--- src/design/scd_pkg.sv ---
`timescale 1ns / 1ps
`default_nettype none
// ----------------------------------------------------------------------------
// scd_pkg
// Shared types, codes and lookup functions for the set-1 scancode decoder.
// ----------------------------------------------------------------------------
package scd_pkg;

  localparam int KEY_W  = 7;
  localparam int SLOT_W = 4;
  localparam int CNT_W  = 3;

  typedef logic [KEY_W-1:0]  key_t;
  typedef logic [SLOT_W-1:0] ring_slot_t;
  typedef logic [CNT_W-1:0]  skip_cnt_t;

  typedef enum logic [1:0] {
    MODE_IDLE  = 2'd0,
    MODE_SKIP  = 2'd1,
    MODE_CLASS = 2'd2
  } mode_t;

  localparam logic [7:0] CODE_EXT0   = 8'hE0;
  localparam logic [7:0] CODE_EXT1   = 8'hE1;
  localparam logic [7:0] CODE_PRTSC  = 8'h37;

  localparam skip_cnt_t SKIP_PLAIN = 3'd1;
  localparam skip_cnt_t SKIP_SHORT = 3'd2;
  localparam skip_cnt_t SKIP_PRTSC = 3'd4;
  localparam skip_cnt_t SKIP_EXT1  = 3'd5;
  localparam skip_cnt_t SKIP_LONG  = 3'd6;

  // One controller poll as registered at the input.
  typedef struct packed {
    logic       data_ready;
    logic       timeout_error;
    logic       parity_error;
    logic [7:0] scan_byte;
  } poll_t;

  // One decoded character headed for the result register.
  typedef struct packed {
    key_t       key_code;
    ring_slot_t ring_slot;
  } result_t;

  // Map a make code to its character; zero means no output.
  function automatic key_t map_code(input logic [7:0] code);
    key_t ch;
    ch = '0;
    unique case (code)
      8'h01: ch = 7'h1B;
      8'h02: ch = 7'h31;
      8'h03: ch = 7'h32;
      8'h04: ch = 7'h33;
      8'h05: ch = 7'h34;
      8'h06: ch = 7'h35;
      8'h07: ch = 7'h36;
      8'h08: ch = 7'h37;
      8'h09: ch = 7'h38;
      8'h0A: ch = 7'h39;
      8'h0B: ch = 7'h30;
      8'h0C: ch = 7'h2D;
      8'h0D: ch = 7'h3D;
      8'h0E: ch = 7'h08;
      8'h0F: ch = 7'h09;
      8'h10: ch = 7'h51;
      8'h11: ch = 7'h57;
      8'h12: ch = 7'h45;
      8'h13: ch = 7'h52;
      8'h14: ch = 7'h54;
      8'h15: ch = 7'h59;
      8'h16: ch = 7'h55;
      8'h17: ch = 7'h49;
      8'h18: ch = 7'h4F;
      8'h19: ch = 7'h50;
      8'h1A: ch = 7'h5B;
      8'h1B: ch = 7'h5D;
      8'h1C: ch = 7'h0A;
      8'h1E: ch = 7'h41;
      8'h1F: ch = 7'h53;
      8'h20: ch = 7'h44;
      8'h21: ch = 7'h46;
      8'h22: ch = 7'h47;
      8'h23: ch = 7'h48;
      8'h24: ch = 7'h4A;
      8'h25: ch = 7'h4B;
      8'h26: ch = 7'h4C;
      8'h27: ch = 7'h3B;
      8'h28: ch = 7'h27;
      8'h2B: ch = 7'h5C;
      8'h2C: ch = 7'h5A;
      8'h2D: ch = 7'h58;
      8'h2E: ch = 7'h43;
      8'h2F: ch = 7'h56;
      8'h30: ch = 7'h42;
      8'h31: ch = 7'h4E;
      8'h32: ch = 7'h4D;
      8'h33: ch = 7'h2C;
      8'h34: ch = 7'h2E;
      8'h35: ch = 7'h2F;
      8'h39: ch = 7'h20;
      8'h4B: ch = 7'd3;
      8'h4D: ch = 7'd2;
      8'h50: ch = 7'd1;
      default: ch = '0;
    endcase
    return ch;
  endfunction

  // Class bytes after an E0 prefix that are followed by two more reads.
  function automatic logic short_class(input logic [7:0] b);
    logic hit;
    hit = 1'b0;
    case (b) inside
      8'h38, 8'h1D, 8'hB8, 8'h9D, 8'h52, 8'h47, 8'h49, 8'h53,
      8'h4F, 8'h51, 8'h35, 8'h1C, 8'h5B, 8'h5C, 8'h5D: hit = 1'b1;
      default: hit = 1'b0;
    endcase
    return hit;
  endfunction

endpackage
`default_nettype wire

--- src/design/scd_if.sv ---
`timescale 1ns / 1ps
`default_nettype none
// ----------------------------------------------------------------------------
// scd_if
// Valid/ready channels for controller polls and decoded characters.
// ----------------------------------------------------------------------------
interface scd_in_if;
  logic       valid;
  logic       ready;
  logic       data_ready;
  logic       timeout_error;
  logic       parity_error;
  logic [7:0] scan_byte;

  modport source (output valid, data_ready, timeout_error, parity_error, scan_byte,
                  input ready);
  modport sink   (input valid, data_ready, timeout_error, parity_error, scan_byte,
                  output ready);
endinterface

interface scd_out_if;
  logic       valid;
  logic       ready;
  logic [6:0] key_code;
  logic [3:0] ring_slot;

  modport source (output valid, key_code, ring_slot, input ready);
  modport sink   (input valid, key_code, ring_slot, output ready);
endinterface
`default_nettype wire

--- src/design/scd_in_stage.sv ---
`timescale 1ns / 1ps
`default_nettype none
// ----------------------------------------------------------------------------
// scd_in_stage
// Input register: hold one accepted poll until the decoder consumes it.
// ----------------------------------------------------------------------------
module scd_in_stage (
  input  wire logic          clk,
  input  wire logic          rst_n,
  input  wire logic          in_valid,
  output logic               in_ready,
  input  wire scd_pkg::poll_t in_poll,
  input  wire logic          consume,
  output logic               poll_valid,
  output scd_pkg::poll_t     poll
);
  import scd_pkg::*;

  logic  valid_r, valid_nxt;
  poll_t poll_r;

  assign in_ready   = !valid_r || consume;
  assign poll_valid = valid_r;
  assign poll       = poll_r;

  always_comb begin
    valid_nxt = valid_r;
    if (in_valid && in_ready) begin
      valid_nxt = 1'b1;
    end else if (consume) begin
      valid_nxt = 1'b0;
    end
  end

  always_ff @(posedge clk) begin
    if (!rst_n) begin
      valid_r <= 1'b0;
    end else begin
      valid_r <= valid_nxt;
    end
  end

  // Load payload on every input transfer.
  always_ff @(posedge clk) begin
    if (in_valid && in_ready) begin
      poll_r <= in_poll;
    end
  end

endmodule
`default_nettype wire

--- src/design/scd_decoder.sv ---
`timescale 1ns / 1ps
`default_nettype none
// ----------------------------------------------------------------------------
// scd_decoder
// Decode state (mode, skip count, ring slot) and the per-poll decode logic.
// ----------------------------------------------------------------------------
module scd_decoder #(
  parameter int RING_DEPTH = 16
) (
  input  wire logic           clk,
  input  wire logic           rst_n,
  input  wire scd_pkg::poll_t poll,
  input  wire logic           advance,
  output logic                emit,
  output scd_pkg::result_t    result
);
  import scd_pkg::*;

  localparam int RW = (RING_DEPTH > 1) ? $clog2(RING_DEPTH) : 1;

  mode_t          mode_r, mode_nxt;
  skip_cnt_t      cnt_r, cnt_nxt;
  logic [RW-1:0]  slot_r, slot_nxt;
  logic [RW+3:0]  slot_ext;
  logic           dropped;
  logic           as_idle;
  key_t           ch;

  assign dropped  = poll.data_ready && (poll.timeout_error || poll.parity_error);
  assign slot_ext = {4'b0, slot_r};

  always_comb begin
    mode_nxt = mode_r;
    cnt_nxt  = cnt_r;
    as_idle  = 1'b0;
    ch       = map_code(poll.scan_byte);
    emit     = 1'b0;
    if (!dropped) begin
      unique case (mode_r)
        MODE_SKIP: begin
          if (cnt_r != '0) begin
            cnt_nxt = cnt_r - SKIP_PLAIN;
            if (cnt_r == SKIP_PLAIN) begin
              mode_nxt = MODE_IDLE;
            end
          end else begin
            as_idle = 1'b1;
          end
        end
        MODE_CLASS: begin
          mode_nxt = MODE_SKIP;
          if (poll.data_ready && short_class(poll.scan_byte)) begin
            cnt_nxt = SKIP_SHORT;
          end else if (poll.data_ready && poll.scan_byte == CODE_PRTSC) begin
            cnt_nxt = SKIP_PRTSC;
          end else begin
            cnt_nxt = SKIP_LONG;
          end
        end
        default: as_idle = 1'b1;
      endcase
      if (as_idle) begin
        mode_nxt = MODE_IDLE;
        if (poll.data_ready) begin
          if (poll.scan_byte == CODE_EXT0) begin
            mode_nxt = MODE_CLASS;
          end else if (poll.scan_byte == CODE_EXT1) begin
            mode_nxt = MODE_SKIP;
            cnt_nxt  = SKIP_EXT1;
          end else begin
            mode_nxt = MODE_SKIP;
            cnt_nxt  = SKIP_PLAIN;
            emit     = (ch != '0);
          end
        end
      end
    end
  end

  always_comb begin
    slot_nxt = slot_r;
    if (advance && emit) begin
      slot_nxt = (slot_r == RW'(RING_DEPTH - 1)) ? '0 : slot_r + RW'(1);
    end
  end

  assign result.key_code  = ch;
  assign result.ring_slot = slot_ext[3:0];

  always_ff @(posedge clk) begin
    if (!rst_n) begin
      mode_r <= MODE_IDLE;
      cnt_r  <= '0;
      slot_r <= '0;
    end else if (advance) begin
      mode_r <= mode_nxt;
      cnt_r  <= cnt_nxt;
      slot_r <= slot_nxt;
    end
  end

`ifndef NO_ASSERTIONS
  // Skip count is nonzero exactly while skipping.
  a_skip_count: assert property (@(posedge clk) disable iff (!rst_n)
    (mode_r == MODE_SKIP) == (cnt_r != '0))
    else $error("skip count out of step with mode");

  // Ring slot moves only when a character is emitted.
  a_slot_hold: assert property (@(posedge clk) disable iff (!rst_n)
    !(advance && emit) |=> $stable(slot_r))
    else $error("ring slot changed without a character");
`endif

endmodule
`default_nettype wire

--- src/design/scd_out_stage.sv ---
`timescale 1ns / 1ps
`default_nettype none
// ----------------------------------------------------------------------------
// scd_out_stage
// Result register: hold one decoded character until the sink takes it.
// ----------------------------------------------------------------------------
module scd_out_stage (
  input  wire logic             clk,
  input  wire logic             rst_n,
  input  wire logic             load,
  input  wire scd_pkg::result_t result,
  output logic                  free,
  output logic                  out_valid,
  input  wire logic             out_ready,
  output scd_pkg::result_t      out_result
);
  import scd_pkg::*;

  logic    valid_r, valid_nxt;
  result_t result_r;

  assign free       = !valid_r || out_ready;
  assign out_valid  = valid_r;
  assign out_result = result_r;

  always_comb begin
    valid_nxt = valid_r;
    if (load) begin
      valid_nxt = 1'b1;
    end else if (out_ready) begin
      valid_nxt = 1'b0;
    end
  end

  always_ff @(posedge clk) begin
    if (!rst_n) begin
      valid_r <= 1'b0;
    end else begin
      valid_r <= valid_nxt;
    end
  end

  always_ff @(posedge clk) begin
    if (load) begin
      result_r <= result;
    end
  end

endmodule
`default_nettype wire

--- src/design/scancode_set1_to_ascii_decoder_core.sv ---
`timescale 1ns / 1ps
`default_nettype none
// Path: a poll is held in the input register after its input transfer; its character
// is then loaded into the result register once that is free, and the sink takes it from there.
// Throughput: one poll per cycle; the input stalls only while a held poll's character
// meets a full result register that the sink is not draining in this cycle.
// Reset: synchronous active-low rst_n returns the decoder to idle, clears the skip
// count and ring slot, and empties both registers; no clearing pass is needed.
// ----------------------------------------------------------------------------
// scancode_set1_to_ascii_decoder_core
// Set-1 scancode to ASCII decoder with prefix skipping and ring slot tagging.
// ----------------------------------------------------------------------------
module scancode_set1_to_ascii_decoder_core #(
  parameter int RING_DEPTH = 16
) (
  input  wire logic  clk,
  input  wire logic  rst_n,
  scd_in_if.sink     in_ch,
  scd_out_if.source  out_ch
);
  import scd_pkg::*;

  poll_t   in_poll;
  poll_t   poll;
  logic    poll_valid;
  logic    emit;
  logic    advance;
  logic    load;
  logic    out_free;
  result_t result;
  result_t out_result;

  assign in_poll.data_ready    = in_ch.data_ready;
  assign in_poll.timeout_error = in_ch.timeout_error;
  assign in_poll.parity_error  = in_ch.parity_error;
  assign in_poll.scan_byte     = in_ch.scan_byte;

  // Advance the held poll when it makes no character, or when the result
  // register can take the character in this cycle.
  assign advance = poll_valid && (out_free || !emit);
  assign load    = advance && emit;

  scd_in_stage u_in (
    .clk        (clk),
    .rst_n      (rst_n),
    .in_valid   (in_ch.valid),
    .in_ready   (in_ch.ready),
    .in_poll    (in_poll),
    .consume    (advance),
    .poll_valid (poll_valid),
    .poll       (poll)
  );

  scd_decoder #(
    .RING_DEPTH (RING_DEPTH)
  ) u_dec (
    .clk     (clk),
    .rst_n   (rst_n),
    .poll    (poll),
    .advance (advance),
    .emit    (emit),
    .result  (result)
  );

  scd_out_stage u_out (
    .clk        (clk),
    .rst_n      (rst_n),
    .load       (load),
    .result     (result),
    .free       (out_free),
    .out_valid  (out_ch.valid),
    .out_ready  (out_ch.ready),
    .out_result (out_result)
  );

  assign out_ch.key_code  = out_result.key_code;
  assign out_ch.ring_slot = out_result.ring_slot;

`ifndef NO_ASSERTIONS
  // Never overwrite a character the sink has not taken.
  a_no_overwrite: assert property (@(posedge clk) disable iff (!rst_n)
    load |-> (!out_ch.valid || out_ch.ready))
    else $error("result register overwritten");

  // A stalled input means a poll is held and blocked on the result side.
  a_stall_cause: assert property (@(posedge clk) disable iff (!rst_n)
    !in_ch.ready |-> (poll_valid && emit && !out_free))
    else $error("input stalled without cause");

  // Every emitted character carries a nonzero code.
  a_nonzero_key: assert property (@(posedge clk) disable iff (!rst_n)
    load |=> (out_ch.valid && out_ch.key_code != '0))
    else $error("zero key code emitted");
`endif

endmodule
`default_nettype wire
--- src/flat_wrapper.sv ---
// flat-port wrapper written by rule: the top's interface ports become plain ports
module scancode_set1_to_ascii_decoder_core_flat import scd_pkg::*;
#(
  parameter int RING_DEPTH = 16
)
  (clk, rst_n, in_ch_valid, in_ch_data_ready, in_ch_timeout_error, in_ch_parity_error, in_ch_scan_byte, in_ch_ready, out_ch_valid, out_ch_key_code, out_ch_ring_slot, out_ch_ready);
  scd_in_if in_ch_i ();
  scd_out_if out_ch_i ();
  input  wire logic clk;
  input  wire logic rst_n;
  input wire logic [$bits(in_ch_i.valid)-1:0] in_ch_valid;
  input wire logic [$bits(in_ch_i.data_ready)-1:0] in_ch_data_ready;
  input wire logic [$bits(in_ch_i.timeout_error)-1:0] in_ch_timeout_error;
  input wire logic [$bits(in_ch_i.parity_error)-1:0] in_ch_parity_error;
  input wire logic [$bits(in_ch_i.scan_byte)-1:0] in_ch_scan_byte;
  output wire logic [$bits(in_ch_i.ready)-1:0] in_ch_ready;
  output wire logic [$bits(out_ch_i.valid)-1:0] out_ch_valid;
  output wire logic [$bits(out_ch_i.key_code)-1:0] out_ch_key_code;
  output wire logic [$bits(out_ch_i.ring_slot)-1:0] out_ch_ring_slot;
  input wire logic [$bits(out_ch_i.ready)-1:0] out_ch_ready;
  assign in_ch_i.valid = in_ch_valid;
  assign in_ch_i.data_ready = in_ch_data_ready;
  assign in_ch_i.timeout_error = in_ch_timeout_error;
  assign in_ch_i.parity_error = in_ch_parity_error;
  assign in_ch_i.scan_byte = in_ch_scan_byte;
  assign in_ch_ready = in_ch_i.ready;
  assign out_ch_valid = out_ch_i.valid;
  assign out_ch_key_code = out_ch_i.key_code;
  assign out_ch_ring_slot = out_ch_i.ring_slot;
  assign out_ch_i.ready = out_ch_ready;
  scancode_set1_to_ascii_decoder_core #(.RING_DEPTH(RING_DEPTH)) u_core (.clk(clk), .rst_n(rst_n), .in_ch(in_ch_i), .out_ch(out_ch_i));
endmodule
--- config.mk ---
export PLATFORM = sky130hd
export DESIGN_NAME = scancode_set1_to_ascii_decoder_core_flat
export DESIGN_NICKNAME = d
export VERILOG_FILES = /design/src/design/scd_pkg.sv /design/src/design/scd_if.sv /design/src/design/scd_in_stage.sv /design/src/design/scd_decoder.sv /design/src/design/scd_out_stage.sv /design/src/design/scancode_set1_to_ascii_decoder_core.sv /design/src/flat_wrapper.sv
export SDC_FILE = /design/constraint.sdc
export NUM_CORES = 1
export LEC_CHECK = 0
export BUFFER_PORTS_ARGS = -buffer_cell sky130_fd_sc_hd__buf_2
export CELL_PAD_IN_SITES_DETAIL_PLACEMENT = 2
export CELL_PAD_IN_SITES_GLOBAL_PLACEMENT = 2
export CORE_UTILIZATION = 37
export CTS_BUF_LIST = sky130_fd_sc_hd__clkbuf_16
export DETAILED_ROUTE_END_ITERATION = 16
export GPL_TIMING_DRIVEN = 1
export PLACE_DENSITY_LB_ADDON = 0.1
export SYNTH_ARGS = -nofsm -noshare
export SYNTH_HDL_FRONTEND = slang
export SYNTH_SLANG_ARGS = --single-unit
--- constraint.sdc ---
create_clock -name clk -period 4.61 [get_ports clk]
set_input_delay 0.6915 -clock clk [delete_from_list [all_inputs] [get_ports clk]]
set_output_delay 0.6915 -clock clk [all_outputs]
set_load 0.01 [all_outputs]
== Yosys cells after proc, flatten, opt, wreduce, memory -nomap -nowiden ==
Memories as Yosys holds them, arrays and structs flattened. A register that Yosys moved wholly into a read port is not among the register bits.
Cells that the tools add are included.
Word-level totals
  register bits: 33
  ROM bits: 896
  bits of input ports: 15
  output and inout port bits: 13
  logic and storage cells: 93
  memories kept: 1
Memories
  (no name shown): depth 128, width 7, read ports 1, clocked after Yosys merged registers in 1, wr ports 0, line scd_pkg.sv:51  | unique case (code)
Cells by class
  add/sub/neg operators: 2
  eq/ne operators: 24
  mux-type cells: 32
  bitwise gates (word level): 1
  reduce and logical (&&, ||, !) cells: 22
Operator list (count)
  8-bit by 7-bit == test with 1-bit output (second input constant): 9
  8-bit == test (second input constant): 4
  8-bit by 6-bit == test with 1-bit output (second input constant): 3
  3-bit two-way mux: 6
  8-bit by 5-bit == test with 1-bit output (second input constant): 2
  15-bit OR reduction: 1
  1-bit two-way mux: 14
  7-bit two-way mux: 2
  2-bit two-way mux: 6
  7-bit nonzero test: 1
  1-bit logical AND: 6
  3-bit != test (second input constant): 2
  3-bit case mux with 2 select lines: 1
  3-bit nonzero test: 2
  5-bit AND reduction: 1
  4-bit by 1-bit adder with 4-bit output (second input constant): 1
  4-bit == test (second input constant): 1
  1-bit logical OR: 4
  4-bit two-way mux: 1
  2-bit case mux with 2 select lines: 1
  2-bit AND reduction: 2
  2-bit nonzero test: 2
  3-bit by 1-bit == test with 1-bit output (second input constant): 1
  1-bit logical NOT: 3
  other kinds (5): 5

== Longest topological paths before layout ==
Gate-level depths: netlist (run 1).
  depth in word-level cells: 13
  depth in mapped cells: 14
  depth with buffers taken out: 13

== Modules after synthesis ==
A second synthesis (run 1) with hierarchy kept.
Unflattened totals
  cells, all modules: 262
  area total of the unflattened synthesis: 2573.7 µm²
By module, submodules not included
  scd_decoder: times used 1, cells each 228, area each 1788.0 µm², seq. area each 180.2 µm²
  scd_in_stage: times used 1, cells each 16, area each 387.9 µm², seq. area each 350.3 µm²
  scd_out_stage: times used 1, cells each 15, area each 379.1 µm², seq. area each 350.3 µm²
  scancode_set1_to_ascii_decoder_core: times used 1, cells each 3, area each 18.8 µm², seq. area each 0.0 µm²

== Least setup slack after synthesis (run 1) ==
OpenSTA, ideal clock, no wires.
  path kind: input to register
  from: input out_ch_ready
  to: register with a tool-made name
  setup time: 124 ps
  arrival: 3248 ps
  required time: 4486 ps
  path slack: 1238 ps
  cell stages on the path: 11
  path through: nor2b_1 -> nand3_1 -> o41ai_4 -> buf_6 -> mux2i_4 -> inv_1 -> ha_1 -> nor2b_1 -> a221o_1 -> a221oi_1 -> a21oi_1
RTL lines
  start: declaration: line flat_wrapper.sv:20  | input wire logic [$bits(out_ch_i.ready)-1:0] out_ch_ready;

==> impl_metrics.xml, run 1 <==
<?xml version="1.0" encoding="UTF-8"?>
<metrics>
  <group name="route">
    <metric name="route.detailed.vias_per_inst" unit="">5.78</metric>
    <metric name="wl_per_cell" unit="um">20.4</metric>
    <metric name="drc_violations" unit="">0</metric>
    <metric name="detail-route-antenna-nets" unit="">0</metric>
    <metric name="num_vias" unit="">2447</metric>
    <metric name="totalWireLength" unit="mm">8.63</metric>
    <metric name="initialDrtViolationCount" unit="">110</metric>
    <metric name="first_pass_iters" unit="">4</metric>
  </group>
  <group name="synthesis">
    <metric name="synth_top_flop_cell" unit="">edfxtp_1</metric>
    <metric name="syn-mean-instance-area" unit="sq um">9.26</metric>
    <metric name="netlist.area_leader.share" unit="%">24.0</metric>
    <metric name="yosys.cell_count.top_type" unit="">nand2_1</metric>
    <metric name="yosys-top-cells-area" unit="">edfxtp_1 (24%), dfxtp_1 (13%), ha_1 (5.9%), a21oi_1 (4.0%), mux2i_1 (4.0%)</metric>
    <metric name="synth_instances" unit="">297</metric>
    <metric name="synth-seq-area-share" unit="%">37.1</metric>
    <metric name="synth_enable_flop_cells" unit="">22</metric>
    <metric name="yosysWarnings" unit="">0</metric>
    <metric name="post_synth_most_frequent_cells" unit="">nand2_1 (26), a21oi_1 (22), edfxtp_1 (22)</metric>
    <metric name="synthArstFlopShare" unit="%">0</metric>
    <metric name="net_count_after_synthesis" unit="">325</metric>
    <metric name="ys_types" unit="">64</metric>
    <metric name="netlist.top_cell.by_area" unit="">edfxtp_1</metric>
    <metric name="synth-seq-cells" unit="">40</metric>
    <metric name="mappedNetlistArea" unit="sq um">2750</metric>
  </group>
  <group name="sta">
    <metric name="unrepaired_setup_endpoints_after_global_routing" unit="">no</metric>
    <metric name="finalMaxSlewViolations" unit="">0</metric>
    <metric name="report.final.hold_viol_count" unit="">0</metric>
    <metric name="setup_total_negative_slack" unit="ps">0</metric>
    <metric name="worst_slew_pin_slew" unit="ps">885</metric>
    <metric name="setup_violations" unit="">0</metric>
    <metric name="finClkSkew" unit="ps">6.94</metric>
    <metric name="relative_max_transition_margin" unit="%">39.3</metric>
    <metric name="final_critical_path_setup_slack" unit="ps">838</metric>
    <metric name="hold-worst-slack" unit="ps">480</metric>
    <metric name="min_period_over_period" unit="%">81.8</metric>
    <metric name="fmax" unit="MHz">265</metric>
    <metric name="finalWorstPathRequiredPeriod" unit="ps">3770</metric>
  </group>
  <group name="critical_path">
    <metric name="data_required_critical_path" unit="ps">4770</metric>
    <metric name="source_of_the_worst_register_to_register_timing_path" unit="">u_core.u_dec.mode_r[1]</metric>
    <metric name="reg2reg_depth" unit="">13</metric>
    <metric name="crit_buf_inv" unit="">3</metric>
    <metric name="timing.critical_path.max_delay_family" unit="">compound AO/OA/AOI/OAI gates</metric>
    <metric name="cp_slowest_stage_delay" unit="ps">510</metric>
    <metric name="cp_cell_sequence" unit="">inv_1 &gt; ha_1 &gt; and3b_1 &gt; o21ai_2 &gt; o41ai_4 &gt; buf_4 &gt; mux2_2 &gt; inv_1 &gt; ha_1 &gt; nor2_1 &gt; o21a_1 &gt; a221oi_1 &gt; a21oi_1</metric>
    <metric name="cp_num_cells" unit="">13</metric>
    <metric name="path_class" unit="">reg2reg</metric>
    <metric name="worst_ep_arrival_time" unit="ps">3940</metric>
    <metric name="critPathLaunch" unit="">u_core.u_dec.mode_r[1]</metric>
    <metric name="critPathCaptureType" unit="">register</metric>
    <metric name="setup.worst_path.start_class" unit="">register</metric>
    <metric name="cpMaxStageDelayCell" unit="">mux2_2</metric>
    <metric name="worst-path-max-fanout" unit="">24</metric>
    <metric name="reg2reg_slack" unit="ps">840</metric>
  </group>
  <group name="cts">
    <metric name="cts_hold_fix_bufs" unit="">0</metric>
    <metric name="cts_tree" unit="">built</metric>
    <metric name="tritoncts_num_sinks" unit="">40</metric>
    <metric name="clk_root_buffer_cell" unit="">clkbuf_16</metric>
    <metric name="postCtsResizedCells" unit="">0</metric>
    <metric name="cts_post_setup_buffers_inserted" unit="">0</metric>
    <metric name="htreeDepth" unit="">2</metric>
    <metric name="cts_buffers" unit="">5</metric>
    <metric name="clkLatencyLatePin" unit="ps">290</metric>
    <metric name="cts-root-to-sink-buffers" unit="">2</metric>
    <metric name="cts.reportedPaths.clkPinSlew" unit="ps">70</metric>
  </group>
  <group name="place">
    <metric name="dp.final_hpwl" unit="mm">6.48</metric>
    <metric name="globalplace.congestion" unit="">0.875</metric>
    <metric name="dp_slack" unit="ps">766</metric>
    <metric name="number_of_i_o_port_buffers" unit="">27</metric>
  </group>
  <group name="status">
    <metric name="outcome" unit="">finished, final reports clean</metric>
  </group>
  <group name="global_route">
    <metric name="grt_pass1_vias" unit="">2658</metric>
    <metric name="grt_pass1_wl" unit="mm">14.0</metric>
    <metric name="globalRouteTotalUtil" unit="%">23.9</metric>
    <metric name="grt_remaining_overflow" unit="">0</metric>
    <metric name="initial_antenna_violation_count" unit="">0</metric>
    <metric name="grt_max_degree" unit="">25</metric>
  </group>
  <group name="floorplan">
    <metric name="number_of_i_o_pins" unit="">28</metric>
    <metric name="num_rows" unit="">31</metric>
    <metric name="initial_utilization" unit="%">38.1</metric>
    <metric name="chipWidth" unit="um">88.2</metric>
    <metric name="core_area" unit="sq um">7210</metric>
    <metric name="die_height" unit="um">88.2</metric>
    <metric name="die_area" unit="sq um">7780</metric>
  </group>
  <group name="cells_and_area">
    <metric name="final_util" unit="%">43.7</metric>
    <metric name="area_growth" unit="%">14.5</metric>
    <metric name="antenna-diode-count" unit="">0</metric>
    <metric name="drive_above_1_share" unit="%">17.9</metric>
    <metric name="final_net_count" unit="">351</metric>
  </group>
  <group name="worst_hold_path">
    <metric name="min_path_type" unit="">reg2reg</metric>
  </group>
  <group name="pwr">
    <metric name="vdd_ir_drop_max" unit="uV">192</metric>
    <metric name="leakage" unit="nW">1.16</metric>
    <metric name="cell_area_power_density" unit="nW/um^2">322</metric>
    <metric name="finalPower" unit="mW">1.02</metric>
  </group>
  <group name="job">
    <metric name="cap_violations" unit="">0</metric>
  </group>
</metrics>
-- worst register-to-register path: cells and delay by family, from the launching register on --
family	cells	cell delay, ps
AOI/OAI and AO/OA	5	1190
adders and majority gates	2	610
DFF	1	320
buffers and inverters	3	700
muxes	1	520
and+or+nand+nor	2	320
-- logic make-up (layout without fill, tap and decap cells) --
logic type	after synthesis	count (layout)	share of synthesized area [%]
mux	20	20	8.19
xor+xnor	1	1	0.319
flops	40	40	37.1
buf+inv	28	55	4.41
compound gates	86	86	22.2
fa+ha+maj	13	13	5.91
simple gates	109	109	21.9
-- where the power goes --
group	internal (mW)	switching (mW)	total, mW	leakage (nW)
logic	0.0712	0.116	0.187	0.717
clock network	0.258	0.156	0.413	0.0804
registers	0.394	0.0208	0.414	0.362
-- metal layers --
metal  wire length, um  GRT usage (%)  vias to the layer above
li1                  -              -                     1157
met1              3820           29.8                     1229
met2              4410           43.1                       48
met3               241           4.20                       13
met4               150           5.43                        0
met5                 0              0                        -
-- cells in the final DEF (no fill, tap or decap), types with 2 or more instances in the layout --
| cell | count |
|---|---|
| a21boi_0 | 2 |
| nand4b_1 | 3 |
| o211ai_1 | 3 |
| edfxtp_1 | 22 |
| clkbuf_16 | 5 |
| o21ai_0 | 13 |
| o21a_1 | 5 |
| o31ai_1 | 6 |
| a32oi_1 | 2 |
| nand3_1 | 7 |
| a211oi_1 | 3 |
| mux2i_1 | 11 |
| a22oi_1 | 2 |
| nor2_1 | 18 |
| nand3b_1 | 3 |
| nand2b_1 | 7 |
| nor2_2 | 2 |
| a2111oi_0 | 2 |
| nand4_1 | 3 |
| dfxtp_1 | 18 |
| nor3_1 | 7 |
| a221oi_1 | 2 |
| inv_1 | 16 |
| ha_1 | 13 |
| buf_2 | 27 |
| or3_1 | 4 |
| buf_4 | 4 |
| and3b_1 | 2 |
| a21oi_1 | 22 |
| o41ai_1 | 2 |
| mux2_2 | 7 |
| nor3b_1 | 2 |
| nand2_1 | 26 |
| a31oi_1 | 6 |
| nor2b_1 | 17 |
-- final cells by class --
type | instances | area, sq um
fill | 822 | 4070
multi-input combinational | 229 | 1610
sequential | 40 | 1020
timing repair buffer | 31 | 165
clock buffer | 5 | 125
tap | 99 | 124
inverter | 16 | 60.1
clock inverter | 3 | 46.3
-- how the worst min path moves through the flow --
stage / startpoint / endpoint / cells past startpoint
6_report: u_core.u_dec.slot_r[3] / u_core.u_out.out_result[3] / 0
5_1_grt: u_core.u_dec.slot_r[3] / u_core.u_out.out_result[3] / 0
4_1_cts: u_core.u_dec.slot_r[3] / u_core.u_out.out_result[3] / 0
3_5_place_dp: u_core.u_dec.slot_r[3] / u_core.u_out.out_result[3] / 0
3_3_place_gp: u_core.u_dec.slot_r[3] / u_core.u_out.out_result[3] / 0
2_1_floorplan: u_core.u_dec.slot_r[3] / u_core.u_out.out_result[3] / 0
-- metrics by stage --
| step | area (sq um) | instances |
|---|---|---|
| 6_report | 3150 | 423 |
| 2_1_floorplan | 2750 | 297 |
| 3_3_place_gp | 2980 | 415 |
| 3_5_place_dp | 2980 | 415 |
| 4_1_cts | 3150 | 423 |
| 5_1_grt | 3150 | 423 |
No activity file was read; power rests on OpenSTA's default activity.
==> run 2, diff against run 1 <==
- clock period: 4.61 -> 3.8 ns (I/O delays scaled with it)
==> impl_metrics.xml, run 2 (same netlist as run 1, synthesis figures left out) <==
<?xml version="1.0" encoding="UTF-8"?>
<metrics>
  <group name="critical_path">
    <metric name="reg2reg_slack" unit="ps">250</metric>
    <metric name="cp_num_cells" unit="">11</metric>
    <metric name="source_of_the_worst_register_to_register_timing_path" unit="">u_core.u_dec.mode_r[1]</metric>
    <metric name="cpMaxStageDelayCell" unit="">o41ai_4</metric>
    <metric name="cp_slowest_stage_delay" unit="ps">510</metric>
    <metric name="worst_ep_arrival_time" unit="ps">3710</metric>
    <metric name="setup.worst_path.start_class" unit="">register</metric>
    <metric name="reg2reg_depth" unit="">11</metric>
    <metric name="cp_cell_sequence" unit="">inv_1 &gt; ha_1 &gt; and3b_1 &gt; o21ai_2 &gt; o41ai_4 &gt; buf_4 &gt; mux2_2 &gt; nor2_1 &gt; a221o_1 &gt; a221oi_1 &gt; a21oi_1</metric>
    <metric name="crit_buf_inv" unit="">2</metric>
    <metric name="critPathCaptureType" unit="">register</metric>
    <metric name="worst-path-max-fanout" unit="">23</metric>
    <metric name="data_required_critical_path" unit="ps">3960</metric>
    <metric name="path_class" unit="">reg2reg</metric>
    <metric name="timing.critical_path.max_delay_family" unit="">compound AO/OA/AOI/OAI gates</metric>
    <metric name="critPathLaunch" unit="">u_core.u_dec.mode_r[1]</metric>
  </group>
  <group name="place">
    <metric name="number_of_i_o_port_buffers" unit="">27</metric>
    <metric name="globalplace.congestion" unit="">0.918</metric>
    <metric name="dp.final_hpwl" unit="mm">6.69</metric>
    <metric name="post_dp_cell_area" unit="sq um">2990</metric>
  </group>
  <group name="floorplan">
    <metric name="die_area" unit="sq um">7780</metric>
    <metric name="chipWidth" unit="um">88.2</metric>
    <metric name="num_rows" unit="">31</metric>
    <metric name="initial_utilization" unit="%">38.1</metric>
    <metric name="die_height" unit="um">88.2</metric>
    <metric name="core_area" unit="sq um">7210</metric>
    <metric name="number_of_i_o_pins" unit="">28</metric>
  </group>
  <group name="worst_hold_path">
    <metric name="worstHoldEndpoint" unit="">u_core.u_in.poll[10]</metric>
    <metric name="min_path_type" unit="">in2reg</metric>
    <metric name="min_from" unit="">in_ch_data_ready</metric>
    <metric name="min_delay_path_depth" unit="">1</metric>
  </group>
  <group name="pwr">
    <metric name="cell_internal_power" unit="uW">879</metric>
    <metric name="power.share.switching" unit="%">28.7</metric>
    <metric name="power_switching" unit="uW">354</metric>
    <metric name="vdd_ir_drop_max" unit="uV">165</metric>
    <metric name="power.share.sequential" unit="%">40.8</metric>
    <metric name="power.clock.fraction" unit="%">40.2</metric>
    <metric name="combPwrFrac" unit="%">19.0</metric>
    <metric name="leakage" unit="nW">1.17</metric>
    <metric name="cell_area_power_density" unit="nW/um^2">389</metric>
  </group>
  <group name="route">
    <metric name="route.detailed.vias_per_inst" unit="">5.80</metric>
    <metric name="totalWireLength" unit="mm">8.93</metric>
    <metric name="initialDrtViolationCount" unit="">74</metric>
    <metric name="detail-route-antenna-nets" unit="">0</metric>
    <metric name="first_pass_iters" unit="">4</metric>
    <metric name="drc_violations" unit="">0</metric>
    <metric name="wl_per_cell" unit="um">21.0</metric>
    <metric name="num_vias" unit="">2465</metric>
  </group>
  <group name="sta">
    <metric name="fmax" unit="MHz">282</metric>
    <metric name="min_period_over_period" unit="%">93.3</metric>
    <metric name="worst_slew_pin_slew" unit="ps">646</metric>
    <metric name="finClkSkew" unit="ps">7.15</metric>
    <metric name="finalMaxSlewViolations" unit="">0</metric>
    <metric name="finalWorstPathRequiredPeriod" unit="ps">3550</metric>
    <metric name="report.final.hold_viol_count" unit="">0</metric>
    <metric name="setup_violations" unit="">0</metric>
    <metric name="setup_total_negative_slack" unit="ps">0</metric>
    <metric name="unrepaired_setup_endpoints_after_global_routing" unit="">no</metric>
    <metric name="relative_max_transition_margin" unit="%">55.7</metric>
  </group>
  <group name="cells_and_area">
    <metric name="layout_commonest_cell" unit="">buf_2</metric>
    <metric name="final_net_count" unit="">353</metric>
    <metric name="final_util" unit="%">43.9</metric>
    <metric name="area_growth" unit="%">15.2</metric>
    <metric name="drive_above_1_share" unit="%">18.7</metric>
    <metric name="final_cell_mix" unit="">buf_2 (27), nand2_1 (26), a21oi_1 (22), edfxtp_1 (22)</metric>
    <metric name="finalInstanceArea" unit="sq um">3170</metric>
    <metric name="antenna-diode-count" unit="">0</metric>
    <metric name="fillCellCount" unit="">808</metric>
  </group>
  <group name="cts">
    <metric name="cts_post_setup_buffers_inserted" unit="">0</metric>
    <metric name="cts.reportedPaths.clkPinSlew" unit="ps">60</metric>
    <metric name="cts_tree" unit="">built</metric>
    <metric name="htreeDepth" unit="">2</metric>
    <metric name="postCtsResizedCells" unit="">0</metric>
    <metric name="cts_buffers" unit="">5</metric>
    <metric name="clk_root_buffer_cell" unit="">clkbuf_16</metric>
    <metric name="cts_hold_fix_bufs" unit="">0</metric>
    <metric name="tritoncts_num_sinks" unit="">40</metric>
    <metric name="cts-root-to-sink-buffers" unit="">2</metric>
    <metric name="clkLatencyLatePin" unit="ps">290</metric>
  </group>
  <group name="global_route">
    <metric name="grt_pass1_wl" unit="mm">14.3</metric>
    <metric name="initial_antenna_violation_count" unit="">0</metric>
    <metric name="globalRouteTotalUtil" unit="%">24.5</metric>
    <metric name="grt_pass1_vias" unit="">2575</metric>
    <metric name="grt_max_degree" unit="">24</metric>
    <metric name="grt_remaining_overflow" unit="">0</metric>
  </group>
  <group name="job">
    <metric name="cap_violations" unit="">0</metric>
  </group>
  <group name="status">
    <metric name="outcome" unit="">finished, final reports clean</metric>
  </group>
</metrics>
run 2: cell types whose count changed in the layout (fill, tap and decap cells not counted):
cell,previous run,this run
clkinv_4,0,2
mux2i_1,11,10
buf_4,4,6
clkinvlp_4,1,0
mux2i_2,1,2
inv_6,1,0
run 2: routing by layer:
layer	global-route usage, %	wire (um)
met4	6.74	158
met1	31.5	4010
met2	42.4	4390
met3	3.92	364
met5	0	0
run 2: cell type report:
class	count	area, sq um	area share [%]
clock buffers	5	125	3.95
well taps	99	124	3.91
flip-flops and latches	40	1020	32.2
multi-input cells	229	1610	50.8
clock inverters	3	47.5	1.50
repair buffers	33	180	5.68
inverters	16	60.1	1.89
run 2: worst register-to-register path: cells and delay by family, from the launching register on:
kind | cells | cell delay, ps
compound gates | 5 | 1470
fa+ha+maj | 1 | 280
buf+inv | 2 | 470
flops | 1 | 320
mux | 1 | 480
simple gates | 2 | 400
run 2: power groups by stage:
stage | Sequential [mW] | Combinational (mW) | Clock (mW)
CTS | 0.503 | 0.231 | 0.505
detailed placement | 0.512 | 0.230 | 0
finish | 0.503 | 0.234 | 0.495
global placement | 0.511 | 0.223 | 0
global route | 0.506 | 0.254 | 0.526
floorplan | 0.499 | 0.164 | 0
run 2: worst max path at each step:
stage                     endpoint
after CTS                 register
after global routing      register
final                     register
after floorplan           register
after global placement    register
after detailed placement  register
run 2: stage by stage:
step                      hold WS, ps  setup WS, ps  power (mW)  std cells
after floorplan                   439           501       0.663        297
after global placement            475           364       0.733        417
after detailed placement          491           224       0.742        417
after CTS                         456           244        1.24        425
after global routing              455          97.6        1.28        425
final                             460           253        1.23        425
==> run 3, diff against run 2 <==
- SYNTH_HIERARCHICAL: default -> 1
==> impl_metrics.xml, run 3 <==
<?xml version="1.0" encoding="UTF-8"?>
<metrics>
  <group name="critical_path">
    <metric name="reg2reg_slack" unit="ps">210</metric>
    <metric name="cp_cell_sequence" unit="">inv_2 &gt; ha_1 &gt; nor2b_2 &gt; o2bb2ai_1 &gt; a2111o_1 &gt; o221ai_2 &gt; or4_4 &gt; and3_2 &gt; a21boi_4 &gt; nand2b_4 &gt; buf_2</metric>
    <metric name="cpMaxStageDelayCell" unit="">or4_4</metric>
    <metric name="timing.critical_path.max_delay_family" unit="">simple AND/OR/NAND/NOR gates</metric>
    <metric name="worst-path-max-fanout" unit="">5</metric>
    <metric name="critPathCaptureType" unit="">output pin</metric>
    <metric name="crit_buf_inv" unit="">2</metric>
    <metric name="path_class" unit="">reg2out</metric>
    <metric name="setup.worst_path.start_class" unit="">register</metric>
    <metric name="critPathLaunch" unit="">u_core/u_in/poll[0]</metric>
    <metric name="worst_ep_arrival_time" unit="ps">3240</metric>
    <metric name="source_of_the_worst_register_to_register_timing_path" unit="">u_core/u_in/poll[0]</metric>
    <metric name="data_required_critical_path" unit="ps">3230</metric>
    <metric name="cp_slowest_stage_delay" unit="ps">570</metric>
  </group>
  <group name="place">
    <metric name="dp.final_hpwl" unit="mm">5.65</metric>
    <metric name="number_of_i_o_port_buffers" unit="">27</metric>
    <metric name="globalplace.congestion" unit="">0.848</metric>
    <metric name="dp_slack" unit="ps">77.2</metric>
    <metric name="numPlacedInstances" unit="">364</metric>
  </group>
  <group name="cts">
    <metric name="htreeDepth" unit="">2</metric>
    <metric name="cts-root-to-sink-buffers" unit="">2</metric>
    <metric name="cts.reportedPaths.clkPinSlew" unit="ps">50</metric>
    <metric name="tritoncts_num_sinks" unit="">33</metric>
    <metric name="clk_root_buffer_cell" unit="">clkbuf_16</metric>
    <metric name="cts_tree" unit="">built</metric>
    <metric name="cts_buffers" unit="">5</metric>
    <metric name="clkLatencyLatePin" unit="ps">280</metric>
  </group>
  <group name="cells_and_area">
    <metric name="area_growth" unit="%">18.7</metric>
    <metric name="final_cells" unit="">386</metric>
    <metric name="antenna-diode-count" unit="">0</metric>
    <metric name="final_net_count" unit="">334</metric>
    <metric name="final_cell_mix" unit="">buf_2 (28), buf_4 (23), edfxtp_1 (22)</metric>
    <metric name="layout_commonest_cell" unit="">buf_2</metric>
    <metric name="drive_above_1_share" unit="%">32.7</metric>
  </group>
  <group name="worst_hold_path">
    <metric name="min_path_type" unit="">in2reg</metric>
    <metric name="min_from" unit="">in_ch_scan_byte[7]</metric>
  </group>
  <group name="global_route">
    <metric name="global_route.usage.met2" unit="%">35.1</metric>
    <metric name="grt_remaining_overflow" unit="">0</metric>
    <metric name="grt_pass1_wl" unit="mm">12.1</metric>
    <metric name="initial_antenna_violation_count" unit="">0</metric>
    <metric name="globalRouteTotalUtil" unit="%">21.7</metric>
    <metric name="grt_pass1_vias" unit="">2277</metric>
    <metric name="grt_max_degree" unit="">24</metric>
    <metric name="use_met3" unit="%">4.18</metric>
    <metric name="grt.busiest_layer" unit="">met2</metric>
    <metric name="global_routing_met1_resource_utilization" unit="%">30.1</metric>
  </group>
  <group name="route">
    <metric name="initialDrtViolationCount" unit="">92</metric>
    <metric name="first_pass_iters" unit="">4</metric>
    <metric name="detail-route-antenna-nets" unit="">0</metric>
    <metric name="wl_per_cell" unit="um">21.0</metric>
    <metric name="drc_violations" unit="">0</metric>
    <metric name="route.detailed.vias_per_inst" unit="">5.92</metric>
    <metric name="num_vias" unit="">2287</metric>
    <metric name="totalWireLength" unit="mm">8.12</metric>
  </group>
  <group name="status">
    <metric name="outcome" unit="">finished with violations</metric>
    <metric name="failing_checks" unit="">setup timing</metric>
  </group>
  <group name="sta">
    <metric name="min_period_over_period" unit="%">100</metric>
    <metric name="fmax" unit="MHz">262</metric>
    <metric name="worst_slew_pin_slew" unit="ps">594</metric>
    <metric name="finClkSkew" unit="ps">1.90</metric>
    <metric name="hold-worst-slack" unit="ps">464</metric>
    <metric name="finalMaxSlewViolations" unit="">0</metric>
    <metric name="final_critical_path_setup_slack" unit="ps">-10.5</metric>
    <metric name="report.final.hold_viol_count" unit="">0</metric>
    <metric name="setup_violations" unit="">1</metric>
    <metric name="finalWorstPathRequiredPeriod" unit="ps">3810</metric>
    <metric name="relative_max_transition_margin" unit="%">59.9</metric>
  </group>
  <group name="synthesis">
    <metric name="mappedNetlistArea" unit="sq um">2570</metric>
    <metric name="ys_types" unit="">77</metric>
    <metric name="synth-seq-area-share" unit="%">34.2</metric>
    <metric name="synthArstFlopShare" unit="%">0</metric>
    <metric name="syn-mean-instance-area" unit="sq um">9.82</metric>
    <metric name="netlist.top_cell.by_area" unit="">edfxtp_1</metric>
    <metric name="yosysWarnings" unit="">6</metric>
    <metric name="yosys-top-cells-area" unit="">edfxtp_1 (26%), dfxtp_1 (8.6%), ha_1 (6.8%), buf_6 (3.5%), a21oi_1 (2.9%)</metric>
    <metric name="post_synth_most_frequent_cells" unit="">edfxtp_1 (22), nor2_1 (17), inv_1 (16)</metric>
    <metric name="netlist.area_leader.share" unit="%">25.7</metric>
    <metric name="synth_instances" unit="">262</metric>
    <metric name="synth-seq-cells" unit="">33</metric>
    <metric name="synth_enable_flop_cells" unit="">22</metric>
    <metric name="net_count_after_synthesis" unit="">291</metric>
    <metric name="synth_top_flop_cell" unit="">edfxtp_1</metric>
    <metric name="yosys.cell_count.top_type" unit="">edfxtp_1</metric>
  </group>
  <group name="pwr">
    <metric name="leakage" unit="nW">1.18</metric>
    <metric name="cell_area_power_density" unit="nW/um^2">342</metric>
    <metric name="vdd_ir_drop_max" unit="uV">257</metric>
  </group>
  <group name="floorplan">
    <metric name="core_area" unit="sq um">6760</metric>
    <metric name="num_rows" unit="">30</metric>
    <metric name="number_of_i_o_pins" unit="">28</metric>
    <metric name="chipWidth" unit="um">85.4</metric>
    <metric name="initial_utilization" unit="%">38.1</metric>
    <metric name="die_height" unit="um">85.4</metric>
    <metric name="die_area" unit="sq um">7290</metric>
  </group>
  <group name="job">
    <metric name="cap_violations" unit="">0</metric>
  </group>
</metrics>
[run 3: routing by layer]
layer / part of all wire [%] / wire [um]
met4: 0.95 / 77
met2: 47 / 3810
met5: 0 / 0
met3: 2.6 / 214
met1: 50 / 4020
[run 3: layout make-up]
cell class	count	area, sq um
clock buffers	5	125
inverters	17	63.8
clock inverters	3	13.8
fillers	748	3700
repair buffers	53	344
multi-input cells	195	1530
flip-flops and latches	33	881
well taps	80	100
[run 3: logic make-up after synthesis]
| logic type | Yosys count | synth area share [%] |
|---|---|---|
| and+or+nand+nor | 91 | 21.6 |
| AOI/OAI and AO/OA | 79 | 23.8 |
| buffers and inverters | 34 | 8.65 |
| DFF | 33 | 34.2 |
| adders and majority gates | 14 | 6.81 |
| muxes | 9 | 4.23 |
| xor gates and xnor gates | 2 | 0.681 |
[run 3: power by group]
part           internal (mW)  total [mW]  switching (mW)
combinational         0.0995       0.239           0.140
clock                  0.238       0.386           0.149
sequential             0.401       0.418          0.0171
[run 3: path summary, 6_finish.rpt]
kind,end,cells past startpoint
worst max-delay path,in_ch_ready,11
worst min-delay path,u_core/u_in/poll[7],1
worst max register to register,u_core/u_dec/cnt_r[1],15
worst min register to register,u_core/u_out/out_valid,2
[run 3: worst reg2reg max path, delay by kind of cell (launching register included)]
kind / cells / cell delay, ps
simple gates: 6 / 1500
fa+ha+maj: 1 / 420
buf+inv: 1 / 110
flops: 1 / 440
compound gates: 7 / 1060
[run 3: what timing repair did]
item,CTS,global route
pin swaps,1,4
buffers inserted,6,8
resized for setup,8,8
setup endpoints to repair,1,3
hold buffers,0,0
[run 3: through the flow]
stage                     setup TNS, ps  utilization [%]  power, mW  instance area, sq um
after floorplan                       0                -      0.574                  2570
after global placement                0             40.7      0.628                  2750
after detailed placement              0             40.7      0.633                  2750
after CTS                             0             43.8       1.03                  2960
after global routing               -267             45.2       1.09                  3060
final                             -10.5             45.2       1.04                  3060
